<file path="config.mk">
export PLATFORM = sky130hd
export DESIGN_NAME = contour_uturn_edge_detector
export DESIGN_NICKNAME = d
export VERILOG_FILES = /design/src/rtl/ctud_pkg.sv /design/src/rtl/ctud_mul.sv /design/src/rtl/ctud_datapath.sv /design/src/rtl/ctud_ctrl.sv /design/src/rtl/contour_uturn_edge_detector.sv
export SDC_FILE = /design/constraint.sdc
export NUM_CORES = 2
export LEC_CHECK = 0
export BUFFER_PORTS_ARGS = -buffer_cell sky130_fd_sc_hd__buf_2
export CORE_AREA = 2 2 428 430
export CTS_BUF_LIST = sky130_fd_sc_hd__clkbuf_2 sky130_fd_sc_hd__clkbuf_4 sky130_fd_sc_hd__clkbuf_8
export DETAILED_ROUTE_END_ITERATION = 7
export DIE_AREA = 0 0 430 432
export PLACE_DENSITY = 0.65
export SLEW_MARGIN = 10
export SYNTH_ARGS = -nofsm -noshare
export SYNTH_HDL_FRONTEND = slang
export SYNTH_SLANG_ARGS = --single-unit
</file>
<file path="constraint.sdc">
create_clock -name clk -period 16.7 [get_ports clk]
set_clock_uncertainty 0.15 [all_clocks]
set_input_delay 0.835 -clock clk [delete_from_list [all_inputs] [get_ports clk]]
set_output_delay 0.835 -clock clk [all_outputs]
set_load 0.005 [all_outputs]
</file>
<file path="src/rtl/ctud_pkg.sv">
// Shared types and constants for the contour U-turn edge detector.
// Used by every module of the block; depends on nothing else.
package ctud_pkg;

  // Coordinate width is fixed by the point format.
  localparam int COORD_BITS = 12;
  localparam int CFG_DIM_W  = 13;
  localparam int MARGIN_W   = 8;

  // Datapath widths, all derived from the coordinate width.
  localparam int DIFF_W = COORD_BITS + 1;          // signed vector component
  localparam int SQ_W   = 2 * DIFF_W;              // signed component product
  localparam int DOT_W  = 2 * COORD_BITS + 3;      // signed dot product
  localparam int NORM_W = 2 * COORD_BITS + 1;      // squared length
  localparam int A_W    = NORM_W + 14;             // multiplicand (8281 * |v1|^2)
  localparam int B_W    = NORM_W + 7;              // multiplier (100 * dot)
  localparam int P_W    = A_W + B_W;               // full product
  localparam int MCNT_W = $clog2(B_W + 1);
  localparam int EDGE_W = ((COORD_BITS > CFG_DIM_W) ? COORD_BITS : CFG_DIM_W) + 1;

  // cos > 0.91 as (100*dot)^2 > 8281*|v1|^2*|v2|^2
  localparam int unsigned COS_SCALE = 100;
  localparam int unsigned COS_BOUND = 8281;

  localparam logic [CFG_DIM_W-1:0] COLS_RESET   = 13'd640;
  localparam logic [CFG_DIM_W-1:0] ROWS_RESET   = 13'd480;
  localparam logic [MARGIN_W-1:0]  MARGIN_RESET = 8'd10;

  typedef enum logic [1:0] {
    CFG_COLS   = 2'd0,
    CFG_ROWS   = 2'd1,
    CFG_MARGIN = 2'd2
  } cfg_reg_t;

  typedef struct packed {
    logic [COORD_BITS-1:0] point_x;
    logic [COORD_BITS-1:0] point_y;
    logic                  last_point;
  } in_item_t;

  typedef struct packed {
    logic [COORD_BITS-1:0] break_x;
    logic [COORD_BITS-1:0] break_y;
    logic                  run_last;
  } out_item_t;

  typedef struct packed {
    logic [COORD_BITS-1:0] x;
    logic [COORD_BITS-1:0] y;
  } point_t;

  // Which neighborhood is judged: the middle point of the window, the closing
  // point, or point 0 wrapped around to the start.
  typedef enum logic [1:0] {
    J_MID  = 2'd0,
    J_END  = 2'd1,
    J_WRAP = 2'd2
  } judge_t;

  typedef enum logic [2:0] {
    ST_IDLE,
    ST_PREP1,
    ST_PREP2,
    ST_PREP3,
    ST_MSTART,
    ST_MUL,
    ST_DECIDE,
    ST_FLUSH
  } ctl_state_t;

  typedef struct packed {
    logic   capture;
    judge_t jsel;
    logic   prep1;
    logic   prep2;
    logic   prep3;
    logic   mul_start;
    logic   record;
    logic   commit;
  } ctud_cmd_t;

  typedef struct packed {
    logic [2:0] jen;
    logic       wk_full;
    logic       wk_empty;
    logic       qual;
    logic       mul_busy;
    logic       ob_busy;
  } ctud_sts_t;

endpackage

</file>
<file path="src/rtl/ctud_mul.sv">
// Shift-add unsigned multiplier, one multiplier bit per cycle.
// Depends on ctud_pkg for operand and product widths.
module ctud_mul (
  input  logic                   clk,
  input  logic                   rst,
  input  logic                   start,
  input  logic [ctud_pkg::A_W-1:0] a,
  input  logic [ctud_pkg::B_W-1:0] b,
  output logic                   busy,
  output logic [ctud_pkg::P_W-1:0] prod
);
  import ctud_pkg::*;

  logic [P_W-1:0]    acc;
  logic [P_W-1:0]    a_sh;
  logic [B_W-1:0]    b_sh;
  logic [MCNT_W-1:0] cnt;

  always_ff @(posedge clk) begin
    if (rst) begin
      busy <= 1'b0;
      cnt  <= '0;
    end else if (start) begin
      busy <= 1'b1;
      cnt  <= MCNT_W'(B_W);
    end else if (busy) begin
      cnt <= cnt - MCNT_W'(1);
      if (cnt == MCNT_W'(1)) busy <= 1'b0;
    end
  end

  always_ff @(posedge clk) begin
    if (start) begin
      acc  <= '0;
      a_sh <= P_W'(a);
      b_sh <= b;
    end else if (busy) begin
      if (b_sh[0]) acc <= acc + a_sh;
      a_sh <= a_sh << 1;
      b_sh <= b_sh >> 1;
    end
  end

  assign prod = acc;

endmodule

</file>
<file path="src/rtl/ctud_datapath.sv">
// Datapath: config registers, contour window, angle test, result buffers.
// Depends on ctud_pkg and ctud_mul; driven by ctud_ctrl commands.
module ctud_datapath (
  input  logic                    clk,
  input  logic                    rst,
  input  ctud_pkg::ctud_cmd_t     cmd,
  output ctud_pkg::ctud_sts_t     sts,
  input  ctud_pkg::in_item_t      in_item,
  input  logic                    cfg_valid,
  input  logic [1:0]              cfg_index,
  input  logic [12:0]             cfg_data,
  output logic                    out_valid,
  input  logic                    out_ready,
  output ctud_pkg::out_item_t     out_item
);
  import ctud_pkg::*;

  logic [CFG_DIM_W-1:0] cols, rows;
  logic [MARGIN_W-1:0]  margin;

  point_t     first_pt, second_pt, older_pt, newer_pt;
  logic [1:0] seen;

  point_t     cur_pt;
  logic       cur_last;
  logic [1:0] cur_seen;

  point_t prev_pt, ctr_pt, nxt_pt, j_pt;
  logic signed [DIFF_W-1:0] dx1, dy1, dx2, dy2;
  logic signed [SQ_W-1:0]   p_xx, p_yy, s_x1, s_y1, s_x2, s_y2;
  logic signed [DOT_W-1:0]  dot;
  logic [NORM_W-1:0]        n1, n2;
  logic                     near, qual;
  logic [B_W-1:0]           d_val;
  logic [A_W-1:0]           m_val;
  logic                     busy_l, busy_r;
  logic [P_W-1:0]           prod_l, prod_r;
  logic                     greater;

  point_t     wk_slot [2];
  logic [1:0] wk_count;
  point_t     ob_slot [2];
  logic [1:0] ob_count;
  logic       ob_head;

  logic [EDGE_W-1:0] xe, ye, ce, re, me;
  logic              near_now;

  // Configuration writes
  always_ff @(posedge clk) begin
    if (rst) begin
      cols   <= COLS_RESET;
      rows   <= ROWS_RESET;
      margin <= MARGIN_RESET;
    end else if (cfg_valid) begin
      case (cfg_index)
        CFG_COLS:   cols   <= cfg_data;
        CFG_ROWS:   rows   <= cfg_data;
        CFG_MARGIN: margin <= cfg_data[MARGIN_W-1:0];
        default:    ;
      endcase
    end
  end

  // Hold the accepted point until its judgments are done
  always_ff @(posedge clk) begin
    if (cmd.capture) begin
      cur_pt.x <= in_item.point_x;
      cur_pt.y <= in_item.point_y;
      cur_last <= in_item.last_point;
      cur_seen <= seen;
    end
  end

  // Window state advances once the item is finished
  always_ff @(posedge clk) begin
    if (rst) begin
      first_pt  <= '0;
      second_pt <= '0;
      older_pt  <= '0;
      newer_pt  <= '0;
      seen      <= '0;
    end else if (cmd.commit) begin
      if (cur_last) begin
        seen <= '0;
      end else begin
        if (cur_seen == 2'd0) first_pt  <= cur_pt;
        if (cur_seen == 2'd1) second_pt <= cur_pt;
        older_pt <= newer_pt;
        newer_pt <= cur_pt;
        if (cur_seen != 2'd3) seen <= cur_seen + 2'd1;
      end
    end
  end

  assign sts.jen[J_MID]  = cur_seen[1];
  assign sts.jen[J_END]  = cur_last && (cur_seen != 2'd0);
  assign sts.jen[J_WRAP] = cur_last && (cur_seen != 2'd0);

  always_comb begin
    case (cmd.jsel)
      J_MID: begin
        prev_pt = older_pt;
        ctr_pt  = newer_pt;
        nxt_pt  = cur_pt;
      end
      J_END: begin
        prev_pt = newer_pt;
        ctr_pt  = cur_pt;
        nxt_pt  = first_pt;
      end
      default: begin
        prev_pt = cur_pt;
        ctr_pt  = first_pt;
        nxt_pt  = (cur_seen == 2'd1) ? cur_pt : second_pt;
      end
    endcase
  end

  assign dx1 = DIFF_W'(prev_pt.x) - DIFF_W'(ctr_pt.x);
  assign dy1 = DIFF_W'(prev_pt.y) - DIFF_W'(ctr_pt.y);
  assign dx2 = DIFF_W'(nxt_pt.x) - DIFF_W'(ctr_pt.x);
  assign dy2 = DIFF_W'(nxt_pt.y) - DIFF_W'(ctr_pt.y);

  // Stage 1: component products
  always_ff @(posedge clk) begin
    if (cmd.prep1) begin
      p_xx <= dx1 * dx2;
      p_yy <= dy1 * dy2;
      s_x1 <= dx1 * dx1;
      s_y1 <= dy1 * dy1;
      s_x2 <= dx2 * dx2;
      s_y2 <= dy2 * dy2;
      j_pt <= ctr_pt;
    end
  end

  // Edge proximity of the judged point
  assign xe = EDGE_W'(j_pt.x);
  assign ye = EDGE_W'(j_pt.y);
  assign ce = EDGE_W'(cols);
  assign re = EDGE_W'(rows);
  assign me = EDGE_W'(margin);
  assign near_now = (xe <= me) || (ye <= me) ||
                    ((ce >= xe) && (ce <= xe + me)) ||
                    ((re >= ye) && (re <= ye + me));

  // Stage 2: dot product, squared lengths
  always_ff @(posedge clk) begin
    if (cmd.prep2) begin
      dot  <= DOT_W'(p_xx) + DOT_W'(p_yy);
      n1   <= NORM_W'(s_x1[2*COORD_BITS-1:0]) + NORM_W'(s_y1[2*COORD_BITS-1:0]);
      n2   <= NORM_W'(s_x2[2*COORD_BITS-1:0]) + NORM_W'(s_y2[2*COORD_BITS-1:0]);
      near <= near_now;
    end
  end

  // Stage 3: qualify, scale by the cosine constants
  always_ff @(posedge clk) begin
    if (cmd.prep3) begin
      qual  <= (n1 != '0) && (n2 != '0) && !dot[DOT_W-1] && (dot != '0) && near;
      d_val <= B_W'(dot[NORM_W-1:0]) * B_W'(COS_SCALE);
      m_val <= A_W'(n1) * A_W'(COS_BOUND);
    end
  end

  ctud_mul u_mul_l (
    .clk   (clk),
    .rst   (rst),
    .start (cmd.mul_start),
    .a     (A_W'(d_val)),
    .b     (d_val),
    .busy  (busy_l),
    .prod  (prod_l)
  );

  ctud_mul u_mul_r (
    .clk   (clk),
    .rst   (rst),
    .start (cmd.mul_start),
    .a     (m_val),
    .b     (B_W'(n2)),
    .busy  (busy_r),
    .prod  (prod_r)
  );

  assign greater = prod_l > prod_r;

  // Working results of the current item
  always_ff @(posedge clk) begin
    if (rst) begin
      wk_count <= '0;
    end else if (cmd.capture) begin
      wk_count <= '0;
    end else if (cmd.record && greater && (wk_count != 2'd2)) begin
      wk_count <= wk_count + 2'd1;
    end
  end

  always_ff @(posedge clk) begin
    if (cmd.record && greater && (wk_count != 2'd2)) wk_slot[wk_count[0]] <= j_pt;
  end

  // Output buffer drains while the next item is worked on
  always_ff @(posedge clk) begin
    if (rst) begin
      ob_count <= '0;
      ob_head  <= 1'b0;
    end else if (cmd.commit && (wk_count != 2'd0)) begin
      ob_count <= wk_count;
      ob_head  <= 1'b0;
    end else if (out_valid && out_ready) begin
      ob_count <= ob_count - 2'd1;
      ob_head  <= ~ob_head;
    end
  end

  always_ff @(posedge clk) begin
    if (cmd.commit && (wk_count != 2'd0)) begin
      ob_slot[0] <= wk_slot[0];
      ob_slot[1] <= wk_slot[1];
    end
  end

  assign out_valid         = (ob_count != 2'd0);
  assign out_item.break_x  = ob_slot[ob_head].x;
  assign out_item.break_y  = ob_slot[ob_head].y;
  assign out_item.run_last = (ob_count == 2'd1);

  assign sts.wk_full  = (wk_count == 2'd2);
  assign sts.wk_empty = (wk_count == 2'd0);
  assign sts.qual     = qual;
  assign sts.mul_busy = busy_l || busy_r;
  assign sts.ob_busy  = out_valid;

endmodule

</file>
<file path="src/rtl/ctud_ctrl.sv">
// Controller state machine: sequences the judgments of one point.
// Depends on ctud_pkg; commands ctud_datapath.
module ctud_ctrl (
  input  logic                clk,
  input  logic                rst,
  input  logic                in_valid,
  output logic                in_ready,
  input  ctud_pkg::ctud_sts_t sts,
  output ctud_pkg::ctud_cmd_t cmd
);
  import ctud_pkg::*;

  ctl_state_t state, state_next;
  judge_t     jsel, jsel_next;
  logic       last_judge;
  judge_t     jsel_inc;

  always_ff @(posedge clk) begin
    if (rst) begin
      state <= ST_IDLE;
      jsel  <= J_MID;
    end else begin
      state <= state_next;
      jsel  <= jsel_next;
    end
  end

  assign last_judge = (jsel == J_WRAP);

  always_comb begin
    case (jsel)
      J_MID:   jsel_inc = J_END;
      default: jsel_inc = J_WRAP;
    endcase
  end

  always_comb begin
    state_next    = state;
    jsel_next     = jsel;
    in_ready      = 1'b0;
    cmd           = '0;
    cmd.jsel      = jsel;
    case (state)
      ST_IDLE: begin
        in_ready = 1'b1;
        if (in_valid) begin
          cmd.capture = 1'b1;
          jsel_next   = J_MID;
          state_next  = ST_PREP1;
        end
      end
      ST_PREP1: begin
        if (sts.jen[jsel] && !sts.wk_full) begin
          cmd.prep1  = 1'b1;
          state_next = ST_PREP2;
        end else if (last_judge) begin
          state_next = ST_FLUSH;
        end else begin
          jsel_next = jsel_inc;
        end
      end
      ST_PREP2: begin
        cmd.prep2  = 1'b1;
        state_next = ST_PREP3;
      end
      ST_PREP3: begin
        cmd.prep3  = 1'b1;
        state_next = ST_MSTART;
      end
      ST_MSTART: begin
        if (sts.qual) begin
          cmd.mul_start = 1'b1;
          state_next    = ST_MUL;
        end else if (last_judge) begin
          state_next = ST_FLUSH;
        end else begin
          jsel_next  = jsel_inc;
          state_next = ST_PREP1;
        end
      end
      ST_MUL: begin
        if (!sts.mul_busy) state_next = ST_DECIDE;
      end
      ST_DECIDE: begin
        cmd.record = 1'b1;
        if (last_judge) begin
          state_next = ST_FLUSH;
        end else begin
          jsel_next  = jsel_inc;
          state_next = ST_PREP1;
        end
      end
      ST_FLUSH: begin
        // hold until the output buffer can take this item's results
        if (sts.wk_empty || !sts.ob_busy) begin
          cmd.commit = 1'b1;
          state_next = ST_IDLE;
        end
      end
      default: state_next = ST_IDLE;
    endcase
  end

endmodule

</file>
<file path="src/rtl/contour_uturn_edge_detector.sv">
// Top level of the contour U-turn edge detector.
// Depends on ctud_pkg, ctud_ctrl and ctud_datapath.
//
// Usage:
//   in channel  : one contour point per request (point_x, point_y, last_point);
//                 last_point closes the contour and triggers the wrap-around checks.
//   out channel : break points, at most two per input request; run_last marks
//                 the final break point caused by that input.
//   cfg channel : always ready; writes image_cols, image_rows or edge_margin by
//                 index. Write only while the block is idle.
// Timing: one point at a time. A point is captured, its three neighborhoods
//   are always walked in turn, and it is flushed. A neighborhood that does not
//   apply is skipped; one that fails the length, sign or edge precheck stops
//   there; one that passes goes through the angle test on the 32-step
//   bit-serial multipliers. A closing point runs up to three angle tests.
// Reset: synchronous; config returns to 640 x 480 with margin 10 and the
//   contour window empties.
// Stall: results sit in a two-entry output buffer; the next point is taken
//   and worked on meanwhile, and its results wait in flush until it drains.
module contour_uturn_edge_detector (
  input  logic                clk,
  input  logic                rst,
  input  logic                in_valid,
  output logic                in_ready,
  input  ctud_pkg::in_item_t  in_item,
  output logic                out_valid,
  input  logic                out_ready,
  output ctud_pkg::out_item_t out_item,
  input  logic                cfg_valid,
  output logic                cfg_ready,
  input  logic [1:0]          cfg_index,
  input  logic [12:0]         cfg_data
);
  import ctud_pkg::*;

  ctud_cmd_t cmd;
  ctud_sts_t sts;

  // register writes never stall
  assign cfg_ready = 1'b1;

  ctud_ctrl u_ctrl (
    .clk      (clk),
    .rst      (rst),
    .in_valid (in_valid),
    .in_ready (in_ready),
    .sts      (sts),
    .cmd      (cmd)
  );

  ctud_datapath u_dp (
    .clk       (clk),
    .rst       (rst),
    .cmd       (cmd),
    .sts       (sts),
    .in_item   (in_item),
    .cfg_valid (cfg_valid),
    .cfg_index (cfg_index),
    .cfg_data  (cfg_data),
    .out_valid (out_valid),
    .out_ready (out_ready),
    .out_item  (out_item)
  );

endmodule

</file>
==> run_results.csv <==
group,metric,value,unit
outcome,run_status,"complete, no violations",
synthesis,synthTopCellsByCount,"1474 x inv_1, 1320 x nand2_1, 1045 x ha_1",
synthesis,ys_types,101,
hold_path,hold_path.startpoint,"u_dp.wk_slot[1][11]",
cells_and_area,finalNetCount,11613,
clock_tree,cts.clk_slew.worst_paths,0.07,ns
timing,max_freq,88.00,MHz
cells_and_area,flow.area_growth_from_synthesis,7.919,%
setup_path,critical_path_required,17.16,ns
synthesis,synth_warnings,0,
synthesis,synth_cells,9524,
setup_path,slowest_stage,"dfxtp_4",
synthesis,async_flop_share,0,
global_route,grtUsageMet1,0.3124,
synthesis,yosys.area.top_type,"fa_1",
setup_path,max_stage_delay,0.77,ns
floorplanning,die-area,0.1858,mm^2
timing,slew-limit-headroom,0.1680,
synthesis,syn_area,0.09004,mm^2
timing,fin_hold_ws,0.2604,ns
placed_design,place_congestion,0.9353,
clock_tree,clock_sink_count,933,
global_route,grt.total_usage,0.2470,
setup_path,critical_path_class,"flip-flop to flip-flop",
clock_tree,cts_root_buffer,"clkbuf_8",
synthesis,flops_latches_synth,933,
setup_path,crit_path_start_kind,"flip-flop",
clock_tree,htree_levels,4,
placed_design,port-buffer-count,71,
timing,period_needed,11.36,ns
global_route,grt-busiest-layer,"met2",
setup_path,origin_of_the_worst_setup_path,"u_ctrl.jsel[1]",
synthesis,synth_edf_count,565,
global_route,grt_antenna_before_repair,3,
route,wirelength,225500,um
global_route,number_of_global_route_vias_before_repair,68678,
timing,rsz_0062_raised_after_global_routing,"no",
synthesis,synth-main-ff-cell,"edfxtp_1",
placed_design,dp.final_hpwl,174000,um
timing,final_hold_viol_count,0,
global_route,grt_first_pass_wirelength,365800,um
synthesis,netlist_top_cells_area,"fa_1 21%, edfxtp_1 19%, ha_1 15%, dfxtp_1 8.2%, inv_1 6.1%",
floorplanning,die_x,430,um
route,route.vias.total,65445,
timing,min_period_over_period,0.6804,
cells_and_area,num-fill-cells,16351,
timing,finalSetupViolations,0,
floorplanning,num_rows,157,
route,via_count_normalized_by_instance_count,5.408,
clock_tree,post_cts.repair.setup_buffers,0,
hold_path,hp-class,"flip-flop to flip-flop",
synthesis,synth_area_per_cell,9.454,um^2
timing,timing_max_transition_violations_final,0,
floorplanning,die_h,432,um
setup_path,crit_path_end_kind,"flip-flop",
floorplanning,ioPinCount,73,
cells_and_area,drive_gt1_frac,0.06033,
global_route,grt_start_max_net_pins,197,
floorplanning,start_util,0.4955,
setup_path,critPathMostFrequentCell,"fa_1",
setup_path,critPathArrivalTime,11.82,ns
route,detailedRoute.firstPassIterationCount,7,
global_route,grt-ovfl-total,0,
clock_tree,numCtsBuffers,166,
setup_path,critical_path.max_fanout,79,
floorplanning,design.core.area,0.1817,mm^2
timing,sum_of_negative_setup_slack,0,ns
clock_tree,cts_buffer_depth,3,
global_route,gr_layer_usage_met3,0.03086,
synthesis,seq_area_frac_synth,0.2702,
clock_tree,cts_repair_resize_count,0,
synthesis,yosys.cell_count.top_type,"inv_1",
route,route.detailed.wl_per_inst,18.63,um
clock_tree,worstSkewPairLatency,0.92,ns
setup_path,rr_startpoint,"u_ctrl.jsel[1]",
flow_run,max_cap_viol_count,0,
route,final_antenna_net_count,0,
global_route,use_met2,0.4227,
route,drtIter0Drc,4010,
route,drc,0,
timing,worst_slew_pin_slew,1.248,ns
clock_tree,clock_tree_from_tritoncts,"built",
synthesis,yosys.area.top_type_share,0.2110,
-- worst max-delay path: cells and delay by family, from the launching register on --
family | cells | cell delay (ns)
DFF | 1 | 0.77
adders and majority gates | 9 | 4.16
buffers and inverters | 7 | 1.51
xor gates and xnor gates | 2 | 0.23
AOI/OAI and AO/OA | 15 | 3.41
and+or+nand+nor | 4 | 0.79
-- routing by layer --
| metal | wire (um) | vias to the layer above |
|---|---|---|
| li1 | - | 31300 |
| met2 | 109700 | 1561 |
| met5 | 13 | - |
| met4 | 11030 | 2 |
| met1 | 93990 | 32119 |
| met3 | 10710 | 463 |
-- cells in the final DEF (no fill, tap or decap), drive strengths merged, types with 130 or more instances in the layout --
master / count
a21oi: 630
xor2: 130
dfxtp: 368
mux2i: 158
nor2: 666
edfxtp: 565
buf: 161
xnor2: 346
inv: 1493
o21ai: 256
clkbuf: 239
a21o: 226
ha: 1045
nand2: 1320
fa: 949
-- metrics by stage --
stage	cells	area, um^2	utilization	worst slack, ns
6_report	12102	97170	0.5348	5.337
5_1_grt	12102	97170	0.5348	4.606
4_1_cts	12099	97160	0.5347	5.330
3_5_place_dp	11753	93020	0.5119	5.430
3_3_place_gp	11753	93020	0.5119	5.475
2_1_floorplan	9526	90050	-	6.594
-- flip-flops by register name, summed over array words and instances, names as in the netlist, 24 cells and up, named ones only --
name / cells
u_dp.u_mul_l.prod: 69
u_dp.p_yy: 26
u_dp.first_pt: 24
u_dp.m_val: 39
u_dp.p_xx: 26
u_dp.u_mul_l.a_sh: 69
u_dp.n2: 25
u_dp.u_mul_l.b_sh: 32
u_dp.dot: 27
u_dp.n1: 25
u_dp.d_val: 30
u_dp.u_mul_r.a_sh: 71
u_dp.wk_slot: 48
u_dp.cur_pt: 24
u_dp.u_mul_r.prod: 71
u_dp.ob_slot: 48
u_dp.j_pt: 24
u_dp.newer_pt: 24
u_dp.second_pt: 24
u_dp.u_mul_r.b_sh: 25
u_dp.older_pt: 24
-- kinds of logic (layout without fill, tap and decap cells) --
kind of cell,Yosys count,count (layout),share of synthesized area
other,2,7,0.00008341
XOR/XNOR,476,476,0.04647
multiplexers,190,190,0.02157
buffers and inverters,1808,1996,0.07591
AO/OA/AOI/OAI,1531,1531,0.1058
adder cells (fa/ha/maj),1999,1999,0.3568
AND/OR/NAND/NOR,2585,2585,0.1231
flip-flops,933,933,0.2703
-- timing repair --
item,in CTS,in global routing
endpoints found under the setup margin,0,0
endpoints found under the hold margin,49,0
hold buffers,38,0
-- final cells by class --
type	instances	area [um^2]	area share
Multi-Input combinational cell	6785	59060	0.6078
Sequential cell	933	24340	0.2505
Inverter	1489	5589	0.05752
Tap cell	2385	2984	0.03071
Clock buffer	239	2958	0.03044
Timing Repair Buffer	199	1426	0.01468
Clock inverter	69	802.0	0.008254
Antenna cell	3	7.507	0.00007726
-- path summary, 6_finish.rpt --
check,endpoint,slack (ns),cells past startpoint
worst max-delay path,u_dp.p_yy[25],5.34,37
worst min register to register,u_dp.ob_slot[1][11],0.26,0
worst min-delay path,u_dp.ob_slot[1][11],0.26,0
worst max register to register,u_dp.p_yy[25],5.34,37
Power is not shown: default switching activity piles up to over one toggle a cycle in this logic, so the estimate is an artifact.
